File: config.mk
export PLATFORM = sky130hd
export DESIGN_NAME = petri_net_event_tracker
export DESIGN_NICKNAME = d
export VERILOG_FILES = /design/src/hw/rtl/pnet_pkg.sv /design/src/hw/rtl/pnet_cfg.sv /design/src/hw/rtl/pnet_step.sv /design/src/hw/rtl/petri_net_event_tracker.sv
export SDC_FILE = /design/constraint.sdc
export NUM_CORES = 2
export LEC_CHECK = 0
export BUFFER_PORTS_ARGS = -buffer_cell sky130_fd_sc_hd__buf_2
export CORE_MARGIN = 2
export CORE_UTILIZATION = 40
export DETAILED_ROUTE_END_ITERATION = 7
export PLACE_DENSITY = 0.59
export SLEW_MARGIN = 20
export SYNTH_ARGS = -nofsm -noshare
export SYNTH_HDL_FRONTEND = slang
export SYNTH_SLANG_ARGS = --single-unit
File: constraint.sdc
create_clock -name i_clk -period 11.9 [get_ports i_clk]
set_input_delay 2.38 -clock i_clk [delete_from_list [all_inputs] [get_ports i_clk]]
set_output_delay 2.38 -clock i_clk [all_outputs]
set_load 0.01 [all_outputs]
File: src/hw/rtl/pnet_pkg.sv
// Shared types and constants of the Petri net event tracker.
// Used by pnet_cfg, pnet_step and petri_net_event_tracker; no dependencies.
package pnet_pkg;

    localparam int SLOTS      = 8;
    localparam int MASK_BITS  = 16;
    localparam int CODE_W     = 8;
    localparam int ADDR_W     = 6;
    localparam int DATA_W     = 64;
    localparam int CTRL_W     = 22;
    localparam int GOAL_W     = 4;

    // Register indexes (paddr[5:3])
    typedef enum logic [2:0] {
        REG_INPUTS_LO  = 3'd0,
        REG_INPUTS_HI  = 3'd1,
        REG_OUTPUTS_LO = 3'd2,
        REG_OUTPUTS_HI = 3'd3,
        REG_EVT_TYPES  = 3'd4,
        REG_SRC_ROLES  = 3'd5,
        REG_TGT_ROLES  = 3'd6,
        REG_NET_CTRL   = 3'd7
    } t_reg_idx;

    // net_control bit positions
    localparam int CTRL_GOAL_LSB = 16;
    localparam int CTRL_GOAL_EN  = 20;
    localparam int CTRL_LOADED   = 21;

    typedef struct packed {
        logic              kind;
        logic [CODE_W-1:0] event_type;
        logic [CODE_W-1:0] source_role;
        logic [CODE_W-1:0] target_role;
    } t_event_word;

    typedef struct packed {
        logic [MASK_BITS-1:0] marking;
        logic [SLOTS-1:0]     fired_transitions;
        logic                 goal_reached;
    } t_result_word;

    // Decoded net configuration handed from the register file to the datapath
    typedef struct packed {
        logic [SLOTS-1:0][MASK_BITS-1:0] in_mask;
        logic [SLOTS-1:0][MASK_BITS-1:0] out_mask;
        logic [SLOTS-1:0][CODE_W-1:0]    ev_type;
        logic [SLOTS-1:0][CODE_W-1:0]    src_role;
        logic [SLOTS-1:0][CODE_W-1:0]    tgt_role;
        logic [MASK_BITS-1:0]            init_marks;
        logic [GOAL_W-1:0]               goal_place;
        logic                            goal_en;
        logic                            loaded;
    } t_net_cfg;

endpackage

File: src/hw/rtl/pnet_cfg.sv
// APB register file of the Petri net event tracker.
// Depends on pnet_pkg; presents the net configuration as one struct.
module pnet_cfg (
    input  logic                        i_clk,
    input  logic                        i_rst_n,
    input  logic                        psel,
    input  logic                        penable,
    input  logic                        pwrite,
    input  logic [pnet_pkg::ADDR_W-1:0] paddr,
    input  logic [pnet_pkg::DATA_W-1:0] pwdata,
    output logic [pnet_pkg::DATA_W-1:0] prdata,
    output logic                        pready,
    output pnet_pkg::t_net_cfg          o_cfg
);
    import pnet_pkg::*;

    logic [DATA_W-1:0] r_inputs_lo, r_inputs_hi, r_outputs_lo, r_outputs_hi;
    logic [DATA_W-1:0] r_evt_types, r_src_roles, r_tgt_roles;
    logic [CTRL_W-1:0] r_net_ctrl;
    logic              wr_en;
    t_reg_idx          reg_idx;

    assign pready  = 1'b1;
    assign wr_en   = psel & penable & pwrite;
    assign reg_idx = t_reg_idx'(paddr[ADDR_W-1:3]);

    always_ff @(posedge i_clk) begin
        if (!i_rst_n) begin
            r_inputs_lo  <= '0;
            r_inputs_hi  <= '0;
            r_outputs_lo <= '0;
            r_outputs_hi <= '0;
            r_evt_types  <= '0;
            r_src_roles  <= '0;
            r_tgt_roles  <= '0;
            r_net_ctrl   <= '0;
        end else if (wr_en) begin
            unique case (reg_idx)
                REG_INPUTS_LO:  r_inputs_lo  <= pwdata;
                REG_INPUTS_HI:  r_inputs_hi  <= pwdata;
                REG_OUTPUTS_LO: r_outputs_lo <= pwdata;
                REG_OUTPUTS_HI: r_outputs_hi <= pwdata;
                REG_EVT_TYPES:  r_evt_types  <= pwdata;
                REG_SRC_ROLES:  r_src_roles  <= pwdata;
                REG_TGT_ROLES:  r_tgt_roles  <= pwdata;
                REG_NET_CTRL:   r_net_ctrl   <= pwdata[CTRL_W-1:0];
                default:        ;
            endcase
        end
    end

    always_comb begin
        unique case (reg_idx)
            REG_INPUTS_LO:  prdata = r_inputs_lo;
            REG_INPUTS_HI:  prdata = r_inputs_hi;
            REG_OUTPUTS_LO: prdata = r_outputs_lo;
            REG_OUTPUTS_HI: prdata = r_outputs_hi;
            REG_EVT_TYPES:  prdata = r_evt_types;
            REG_SRC_ROLES:  prdata = r_src_roles;
            REG_TGT_ROLES:  prdata = r_tgt_roles;
            REG_NET_CTRL:   prdata = {{(DATA_W-CTRL_W){1'b0}}, r_net_ctrl};
            default:        prdata = '0;
        endcase
    end

    // Four 16-bit masks per 64-bit word, transition 0 in the low bits
    always_comb begin
        o_cfg.in_mask  = {r_inputs_hi, r_inputs_lo};
        o_cfg.out_mask = {r_outputs_hi, r_outputs_lo};
        o_cfg.ev_type  = r_evt_types;
        o_cfg.src_role = r_src_roles;
        o_cfg.tgt_role = r_tgt_roles;
        o_cfg.init_marks = r_net_ctrl[MASK_BITS-1:0];
        o_cfg.goal_place = r_net_ctrl[CTRL_GOAL_LSB +: GOAL_W];
        o_cfg.goal_en    = r_net_ctrl[CTRL_GOAL_EN];
        o_cfg.loaded     = r_net_ctrl[CTRL_LOADED];
    end

endmodule

File: src/hw/rtl/pnet_step.sv
// One transition of the firing chain: match, test inputs, update marking.
// Depends on pnet_pkg; instantiated once per transition slot.
module pnet_step (
    input  logic                           i_enable,
    input  logic [pnet_pkg::MASK_BITS-1:0] i_marks,
    input  logic [pnet_pkg::MASK_BITS-1:0] i_in_mask,
    input  logic [pnet_pkg::MASK_BITS-1:0] i_out_mask,
    input  logic [pnet_pkg::CODE_W-1:0]    i_tr_type,
    input  logic [pnet_pkg::CODE_W-1:0]    i_tr_src,
    input  logic [pnet_pkg::CODE_W-1:0]    i_tr_tgt,
    input  logic [pnet_pkg::CODE_W-1:0]    i_ev_type,
    input  logic [pnet_pkg::CODE_W-1:0]    i_ev_src,
    input  logic [pnet_pkg::CODE_W-1:0]    i_ev_tgt,
    output logic [pnet_pkg::MASK_BITS-1:0] o_marks,
    output logic                           o_fired
);
    import pnet_pkg::*;

    logic type_ok, src_ok, tgt_ok, places_ok;

    assign type_ok   = (i_tr_type != '0) && (i_tr_type == i_ev_type);
    // A zero code on either side skips the role check
    assign src_ok    = (i_tr_src == '0) || (i_ev_src == '0) || (i_tr_src == i_ev_src);
    assign tgt_ok    = (i_tr_tgt == '0) || (i_ev_tgt == '0) || (i_tr_tgt == i_ev_tgt);
    assign places_ok = (i_marks & i_in_mask) == i_in_mask;
    assign o_fired   = i_enable & type_ok & src_ok & tgt_ok & places_ok;
    assign o_marks   = o_fired ? ((i_marks & ~i_in_mask) | i_out_mask) : i_marks;

endmodule

File: src/hw/rtl/petri_net_event_tracker.sv
// Top level of the one-safe Petri net event tracker.
// Depends on pnet_pkg, pnet_cfg and pnet_step.
//
// The block holds a one-safe marking of up to 16 places and runs each event
// word through up to eight configured transitions in slot order; each slot
// that fires clears its input places and sets its output places, and later
// slots see the updated marking. A restart word loads the initial marking
// from net_control. Every input word yields exactly one result word carrying
// the marking, the mask of fired transitions and the goal flag. Words pass
// the input register, then the result register; the block takes one word per
// clock unless stalled: the eight-slot chain is a single combinational
// pass from the input and marking registers to the result register.
// Configuration is through a 64-bit APB port, register i at byte address 8*i;
// write it only while no words are in flight.
module petri_net_event_tracker #(
    parameter int PLACES      = 16,
    parameter int TRANSITIONS = 8,
    parameter int CODE_BITS   = 8
) (
    input  logic                        i_clk,
    input  logic                        i_rst_n,
    // event channel
    input  logic                        i_valid,
    output logic                        o_stall,
    input  pnet_pkg::t_event_word       i_event,
    // result channel
    output logic                        o_valid,
    input  logic                        i_stall,
    output pnet_pkg::t_result_word      o_result,
    // configuration port
    input  logic                        psel,
    input  logic                        penable,
    input  logic                        pwrite,
    input  logic [pnet_pkg::ADDR_W-1:0] paddr,
    input  logic [pnet_pkg::DATA_W-1:0] pwdata,
    output logic [pnet_pkg::DATA_W-1:0] prdata,
    output logic                        pready
);
    import pnet_pkg::*;

    // Places that exist, code bits that count, slots that are visited
    localparam logic [MASK_BITS-1:0] PlaceMask =
        (PLACES >= MASK_BITS) ? {MASK_BITS{1'b1}} : MASK_BITS'((64'd1 << PLACES) - 64'd1);
    localparam logic [CODE_W-1:0] CodeMask =
        (CODE_BITS >= CODE_W) ? {CODE_W{1'b1}} : CODE_W'((32'd1 << CODE_BITS) - 32'd1);
    localparam int TxCount = (TRANSITIONS < SLOTS) ? TRANSITIONS : SLOTS;

    t_net_cfg cfg;

    pnet_cfg u_cfg (
        .i_clk   (i_clk),
        .i_rst_n (i_rst_n),
        .psel    (psel),
        .penable (penable),
        .pwrite  (pwrite),
        .paddr   (paddr),
        .pwdata  (pwdata),
        .prdata  (prdata),
        .pready  (pready),
        .o_cfg   (cfg)
    );

    // ---------------- input register ----------------
    logic         r_in_valid;
    t_event_word  r_in;
    logic         r_out_valid;
    t_result_word r_out;
    logic [MASK_BITS-1:0] r_marks;

    logic advance;   // input register hands its word to the result register
    logic take_in;

    // Result register is free when empty or being drained this cycle
    assign advance = r_in_valid & (~r_out_valid | ~i_stall);
    assign o_stall = r_in_valid & ~advance;
    assign take_in = i_valid & ~o_stall;

    always_ff @(posedge i_clk) begin
        if (!i_rst_n) begin
            r_in_valid <= 1'b0;
        end else if (take_in) begin
            r_in_valid <= 1'b1;
        end else if (advance) begin
            r_in_valid <= 1'b0;
        end
    end

    always_ff @(posedge i_clk) begin
        if (take_in) begin
            r_in <= i_event;
        end
    end

    // ---------------- firing chain ----------------
    logic [CODE_W-1:0] ev_type, ev_src, ev_tgt;
    logic              run_net;
    logic [SLOTS:0][MASK_BITS-1:0] chain;
    logic [SLOTS-1:0]  fired;
    logic [MASK_BITS-1:0] n_marks;
    logic              goal_in_range;
    logic              n_goal;

    assign ev_type = r_in.event_type & CodeMask;
    assign ev_src  = r_in.source_role & CodeMask;
    assign ev_tgt  = r_in.target_role & CodeMask;
    // Skip the net for restart words, unloaded nets and empty event types
    assign run_net = ~r_in.kind & cfg.loaded & (ev_type != '0);
    assign chain[0] = r_marks;

    for (genvar t = 0; t < SLOTS; t++) begin : g_slot
        pnet_step u_step (
            .i_enable   (run_net & (t < TxCount)),
            .i_marks    (chain[t]),
            .i_in_mask  (cfg.in_mask[t]),
            // drop output bits naming places that do not exist
            .i_out_mask (cfg.out_mask[t] & PlaceMask),
            .i_tr_type  (cfg.ev_type[t] & CodeMask),
            .i_tr_src   (cfg.src_role[t] & CodeMask),
            .i_tr_tgt   (cfg.tgt_role[t] & CodeMask),
            .i_ev_type  (ev_type),
            .i_ev_src   (ev_src),
            .i_ev_tgt   (ev_tgt),
            .o_marks    (chain[t+1]),
            .o_fired    (fired[t])
        );
    end

    assign n_marks = r_in.kind ? (cfg.init_marks & PlaceMask) : chain[SLOTS];

    // Goal place beyond the last existing place is never reached
    assign goal_in_range = (32'(cfg.goal_place) < PLACES);
    assign n_goal = cfg.loaded & cfg.goal_en & goal_in_range & n_marks[cfg.goal_place];

    // ---------------- marking and result registers ----------------
    always_ff @(posedge i_clk) begin
        if (!i_rst_n) begin
            r_marks <= '0;
        end else if (advance) begin
            r_marks <= n_marks;
        end
    end

    always_ff @(posedge i_clk) begin
        if (!i_rst_n) begin
            r_out_valid <= 1'b0;
        end else if (advance) begin
            r_out_valid <= 1'b1;
        end else if (~i_stall) begin
            r_out_valid <= 1'b0;
        end
    end

    always_ff @(posedge i_clk) begin
        if (advance) begin
            r_out.marking           <= n_marks;
            r_out.fired_transitions <= r_in.kind ? '0 : fired;
            r_out.goal_reached      <= n_goal;
        end
    end

    assign o_valid  = r_out_valid;
    assign o_result = r_out;

endmodule

---- After elaboration in Yosys (flattened, before gate mapping) ----
Index checks and enable logic that the tools add are counted.
operators by class
  equality and inequality tests ........... 40
  order comparisons ....................... 1
  mux-type cells .......................... 16
  bitwise logic cells ..................... 79
  reductions and logical operators ........ 77
operators with widths
  kind                  number
  $pmux W64 S8          1
  $and A16 B16 Y16      16
  $eq A8 B8 Y1          24
  $logic_not A8 Y1      18
  $mux W16              9
  $eq A16 B16 Y1        8
  $not A16 Y16          8
  $or A16 B16 Y16       8
  $reduce_bool A8 Y1    9
  $and A1 B1 Y1         41
  $logic_or A1 B1 Y1    32
  $reduce_and A2 Y1     8
  $eq A3 B3 Y1 const B  4
  $logic_and A1 B1 Y1   8
  $eq A3 B2 Y1 const B  2
  $lt A4 B5 Y1 const B  1
  $mux W1               5
  $not A1 Y1            5
  $bmux W1 S4           1
  $eq A3 B1 Y1 const B  1
  $logic_not A3 Y1      1
  $ne A2 B1 Y1 const B  1
  $reduce_bool A2 Y1    1
  $or A1 B1 Y1          1
storage, ports and cells
  output and inout port bits .............. 92
  logic and storage cells ................. 231
  flip-flop bits (word level) ............. 538
  input port bits ......................... 102

---- Longest topological paths before layout ----
  word-level depth ........................ 40
  mapped depth ............................ 42
  gate-level depth less buffers ........... 31

---- By module ----
From an unflattened synthesis, not the netlist that was laid out.
unflattened totals
  cell total of the unflattened synthesis .. 3,650
  area total of the unflattened synthesis .. 29,886.2 µm²
by module, submodules not included
  module                   cells each  instances  area each (µm²)
  pnet_cfg                 2,636       1          21,256.6
  pnet_step                107         8          729.4
  petri_net_event_tracker  158         1          2,793.9

---- Worst setup path before layout ----
Ideal clock, no wire load.
  path kind ............................... flip-flop to flip-flop
  start ................................... register r_in, in the netlist ev_type[4]
  end ..................................... register r_out, in the netlist o_result[0] (data pin)
  cell stages (with the launch flop) ...... 38
  path slack .............................. 2.522 ns
  buffers on the path ..................... 8
  data arrival time ....................... 9.114 ns
  required time ........................... 11.636 ns
  period minus slack after synthesis ...... 9.378 ns
  library setup time ...................... 0.264 ns
  cell sequence ........................... edfxtp_1 buf_6 xor2_1 or4_4 nor4_4 nand4b_4 buf_6 o311a_1 a2111oi_0 and4_1 buf_6 nand2_1 and2_1 clkbuf_1 a2111o_1 nor3_4 mux2i_1 and3_1 (+2 left out) buf_2 buf_2 a21oi_1 a222oi_1 nor2_1 or3b_4 nor4_4 buf_6 nand2_1 and2_1 a2111oi_4 nand4_1 nor4_2 nand4_1 a22o_1 mux4_2 o2111ai_1 o32ai_1
on the way
  cells in the longest elaborated chain, start to end .. 39
  elaborated cells between the ends (all ways) .. 90
  classes of those cells .................. eq/ne: 15; mux: 11; bitwise: 55; reduce/logical: 9
ends and longest elaborated chain
  item                                                         RTL line                                         source
  from (decl)                                                  petri_net_event_tracker.sv:65                    t_event_word r_in;
  from (signal assigned)                                       petri_net_event_tracker.sv:90                    r_in <= i_event;
  $reduce_bool A8 Y1 / $eq A8 B8 Y1 (equally long branches)    petri_net_event_tracker.sv:107, pnet_step.sv:21
  $and A1 B1 Y1 / $logic_and A1 B1 Y1 (equally long branches)  petri_net_event_tracker.sv:107, pnet_step.sv:21
  $and A1 B1 Y1 (4 in a row)                                   pnet_step.sv:26                                  assign o_fired = i_enable & type_ok & src_ok & tgt_ok & places_ok;
  $mux W16                                                     pnet_step.sv:27                                  assign o_marks = o_fired ? ((i_marks & ~i_in_mask) | i_out_mask) : i_marks;
  $and A16 B16 Y16                                             pnet_step.sv:25                                  assign places_ok = (i_marks & i_in_mask) == i_in_mask;
  $eq A16 B16 Y1                                               pnet_step.sv:25
  $and A1 B1 Y1                                                pnet_step.sv:26
  $mux W16                                                     pnet_step.sv:27
  (+21 left out)                                               --
  $eq A16 B16 Y1                                               pnet_step.sv:25
  $and A1 B1 Y1                                                pnet_step.sv:26
  $mux W16 (*)                                                 pnet_step.sv:27
  $mux W16 (*)                                                 petri_net_event_tracker.sv:128                   assign n_marks = r_in.kind ? (cfg.init_marks & PlaceMask) : chain[SLOTS];
  $bmux W1 S4 (*)                                              petri_net_event_tracker.sv:132                   assign n_goal = cfg.loaded & cfg.goal_en & goal_in_range & n_marks[cfg.goal_place];
  $mux W1 (implied by the code) (*)                            petri_net_event_tracker.sv:132
  $and A1 B1 Y1 (*)                                            petri_net_event_tracker.sv:132
  net n_goal                                                   petri_net_event_tracker.sv:101                   logic n_goal;
  to (decl)                                                    petri_net_event_tracker.sv:67                    t_result_word r_out;
The timed path passes the listed nets; every way through them passes the cells marked *. The select of a mux whose other input is x is not followed.
A chain may end at the register's enable or synchronous reset.

---- Final worst setup path ----
  start ................................... register r_in, in the netlist ev_type[0]
  end ..................................... register r_out, in the netlist o_result[0] (data pin)
on the way
  cells in the longest elaborated chain, start to end .. 39
  elaborated cells between the ends (all ways) .. 90
  classes of those cells .................. eq/ne: 15; mux: 11; bitwise: 55; reduce/logical: 9
ends and longest elaborated chain
  item                                                         RTL line                                         source
  $reduce_bool A8 Y1 / $eq A8 B8 Y1 (equally long branches)    petri_net_event_tracker.sv:107, pnet_step.sv:21
  $and A1 B1 Y1 / $logic_and A1 B1 Y1 (equally long branches)  petri_net_event_tracker.sv:107, pnet_step.sv:21
  $and A1 B1 Y1 (4 in a row)                                   pnet_step.sv:26
  $mux W16                                                     pnet_step.sv:27
  $and A16 B16 Y16                                             pnet_step.sv:25
  $eq A16 B16 Y1                                               pnet_step.sv:25
  $and A1 B1 Y1                                                pnet_step.sv:26
  $mux W16                                                     pnet_step.sv:27
  (+22 left out)                                               --
  $and A1 B1 Y1                                                pnet_step.sv:26
  $mux W16 (*)                                                 pnet_step.sv:27
  $mux W16 (*)                                                 petri_net_event_tracker.sv:128
  net n_marks[0]                                               petri_net_event_tracker.sv:99                    logic [MASK_BITS-1:0] n_marks;
  $bmux W1 S4 (*)                                              petri_net_event_tracker.sv:132
  $mux W1 (implied by the code) (*)                            petri_net_event_tracker.sv:132
  $and A1 B1 Y1 (*)                                            petri_net_event_tracker.sv:132
  net n_goal                                                   petri_net_event_tracker.sv:101
Marks and branches as above.

==> flow_summary.json <==
{
  "crit_required_ps": 12380,
  "ir_drop_uv": 115,
  "min_period_ps": 11600,
  "ant_nets": 0,
  "fin_cells": 5468,
  "hold_violations": 0,
  "cts-buffers-inserted": 61,
  "clkPwrFrac_pct": 46.2,
  "synth_edf_count": 50,
  "synth.avg_cell_area_um2": 7.71,
  "cts_tree": "done",
  "die_height_um": 289,
  "crit_top_cell": "buf_4",
  "wirelength_mm": 181,
  "clock_path_buffers": 3,
  "fin_skew_ps": 67.4,
  "critical-path-slowest-cell": "nor4_1",
  "ys_seq_area_share_pct": 34.6,
  "first_pass_iters": 6,
  "htreeDepth": 2,
  "hold_depth": 2,
  "critical_path_class": "flop to flop",
  "netlist_area_mm2": 0.0325,
  "drive_gt1_share_pct": 13.4,
  "syn_inst": 4221,
  "place_ws_ps": 510,
  "root_buffer": "clkbuf_16",
  "nets": 4456,
  "seqCellArea_mm2": 0.0113,
  "dp_hpwl_mm": 135,
  "initial_core_util_pct": 40.4,
  "p_leak_nw": 13.3,
  "worstSkewPairLatency_ps": 680,
  "grt_overflow": 0,
  "wl_per_cell_um": 33.0,
  "slew_headroom_pct": 9.69,
  "status": "complete, no violations",
  "switching_share_pct": 27.9,
  "min-delay-path-class": "flop to flop",
  "fillers": 8011,
  "start_kind": "flop",
  "ys.flop_type": "dfxtp_1",
  "die_x_um": 289,
  "power.total_mw": 4.44,
  "grt_pass1_vias": 31300,
  "critPathMaxStageDelay_ps": 790,
  "period_share_pct": 97.5,
  "syn2layout_area_growth_pct": 14.8,
  "cp.arrival_ps": 12080,
  "io_pins": 194,
  "drtIter0Drc": 5401,
  "internal-power_mw": 3.20,
  "setup_tns_ps": 0,
  "clk_pin_slew_ps": 60,
  "dieArea_mm2": 0.0837,
  "gp_congestion": 1.05,
  "std_cell_rows": 104,
  "grt_pass1_wl_mm": 248,
  "worstMarginPinSlew_ps": 1340,
  "drv_slew": 0,
  "placed_cell_area_mm2": 0.0352,
  "ys_types": 91,
  "ys_warn_count": 0,
  "placed_cells": 5350,
  "end_kind": "flop",
  "coreArea_mm2": 0.0805,
  "cap_viol_max_count": 0,
  "antenna_found_initial": 13,
  "seqPwrFrac_pct": 42.4,
  "crit_fanout": 12,
  "grt_use_total_pct": 42.1,
  "comb_power_share_pct": 11.4,
  "multi_input_area_mm2": 0.0198,
  "io_buffers": 189,
  "synth_fp_nets": 4323,
  "post-route-worst-setup-slack_ps": 297,
  "setup-violations-final": 0,
  "grt_max_degree": 184,
  "async_reset_ff_share_pct": 0,
  "design_area_mm2": 0.0374,
  "ys_ff_latch": 538,
  "cts_sinks": 538,
  "rsz0062_at_grt": "no",
  "via_per_inst": 6.37,
  "pwr_density_cell_mw_per_mm2": 119,
  "clock.fmax_mhz": 86.2,
  "drc": 0,
  "switchingPower_mw": 1.24,
  "reg2regPathDepth": 34,
  "num_vias": 34800
}
## worst max-delay path, delay by kind of cell (launching register included)
family	cells	cell delay (ps)
AOI/OAI and AO/OA	13	4570
buffers and inverters	5	1220
and+or+nand+nor	16	5180
DFF	1	400
## flip-flops by register name, summed over array words and instances (netlist names), 8 cells and up
register	flops
ev_tgt	8
u_cfg.r_src_roles	64
u_cfg.r_net_ctrl	22
ev_type	8
u_cfg.r_tgt_roles	64
u_cfg.r_inputs_lo	64
o_result	25
u_cfg.r_inputs_hi	64
ev_src	8
u_cfg.r_outputs_lo	64
r_marks	16
u_cfg.r_evt_types	64
u_cfg.r_outputs_hi	64
## synthesized netlist by cell type, types with 24 or more instances
cell | instances | area, um2
a21boi_0 | 495 | 3720
a21oi_1 | 228 | 1140
a221oi_1 | 27 | 236
a22o_1 | 28 | 245
a22oi_1 | 58 | 435
a31oi_1 | 38 | 238
and2_1 | 24 | 150
buf_1 | 24 | 90.1
clkbuf_1 | 244 | 916
dfxtp_1 | 488 | 9770
edfxtp_1 | 50 | 1500
inv_1 | 82 | 308
mux2i_1 | 92 | 921
nand2_1 | 1177 | 4420
nand3_1 | 40 | 200
nand4_1 | 47 | 294
nor2_1 | 155 | 582
nor2b_1 | 52 | 325
nor3_1 | 29 | 145
nor4_1 | 112 | 701
o211ai_1 | 43 | 323
o21ai_0 | 53 | 265
o221a_2 | 29 | 327
xnor2_1 | 48 | 420
xor2_1 | 137 | 1200
## layout make-up
class | count | area share (%)
clock inverters | 30 | 1.07
multi-input cells | 3286 | 53.0
inverters | 85 | 0.854
clock buffers | 83 | 4.63
repair buffers | 382 | 6.70
well taps | 1060 | 3.55
flip-flops and latches | 538 | 30.2
diodes | 4 | 0.0268
## stage by stage
step                      util (%)  hold slack, ps
after floorplan                  -             443
after global placement        43.7             455
after detailed placement      43.7             465
after CTS                     46.4             473
after global routing          46.4             485
final                         46.4             474
## path summary, 6_finish.rpt
| path | from | to | slack, ps |
|---|---|---|---|
| setup reg to reg | ev_type[0] | o_result[0] | 300 |
| setup / recovery | ev_type[0] | o_result[0] | 300 |
| hold / removal | u_cfg.r_outputs_lo[13] | u_cfg.r_outputs_lo[13] | 470 |
| hold reg to reg | u_cfg.r_outputs_lo[13] | u_cfg.r_outputs_lo[13] | 470 |
## cells in the final DEF, fill, tap and decap left out, types with 13 or more instances in the layout
cell and instances:
nand2_1 1171, a21boi_0 495, dfxtp_1 488, a21oi_1 228, buf_4 188, buf_2 185
nor2_1 149, xor2_1 137, nor4_1 109, mux2i_1 92, inv_1 81, clkbuf_16 62
a22oi_1 58, o21ai_0 53, nor2b_1 50, edfxtp_1 50, xnor2_1 48, nand4_1 47
o211ai_1 43, nand3_1 39, a31oi_1 38, o221a_2 29, a22o_1 28, a221oi_1 27
nor3_1 26, and2_1 24, nand2b_1 23, a211oi_1 23, a21o_1 21, o22ai_1 20
and3_1 20, nand3b_1 20, mux2_2 18, a2111oi_0 17, mux4_2 14, o21a_1 13
## metal layers
layer  up-vias  share of wire [%]  GRT usage (%)
met5         -              0.013              0
met4         4                6.0           21.4
met3       411                 12           10.0
met2      2301                 40           58.6
met1     16900                 42           59.9
li1      15200                  -              -
## power by group through the flow
| stage | Sequential [mW] | Combinational (mW) | Clock (mW) |
|---|---|---|---|
| 4_1_cts | 1.88 | 0.484 | 2.06 |
| 5_1_grt | 1.88 | 0.516 | 2.13 |
| 2_1_floorplan | 1.91 | 0.256 | 0 |
| 3_5_place_dp | 1.92 | 0.483 | 0 |
| 3_3_place_gp | 1.92 | 0.483 | 0 |
| 6_report | 1.88 | 0.506 | 2.05 |
## cells by family after synthesis
logic type      count (synthesis)  share of synthesized area, %
xor+xnor                      185                          4.98
buf+inv                       397                          4.88
simple gates                 1754                          23.9
mux                           124                          4.42
compound gates               1222                          27.2
other cells                     1                        0.0115
flops                         538                          34.6
## timing repair
action,in CTS,in global routing
setup buffers,0,1
endpoints found under the setup margin,0,6
resized for setup,0,1
hold buffers,0,0
No activity file was read; power rests on OpenSTA's default activity.
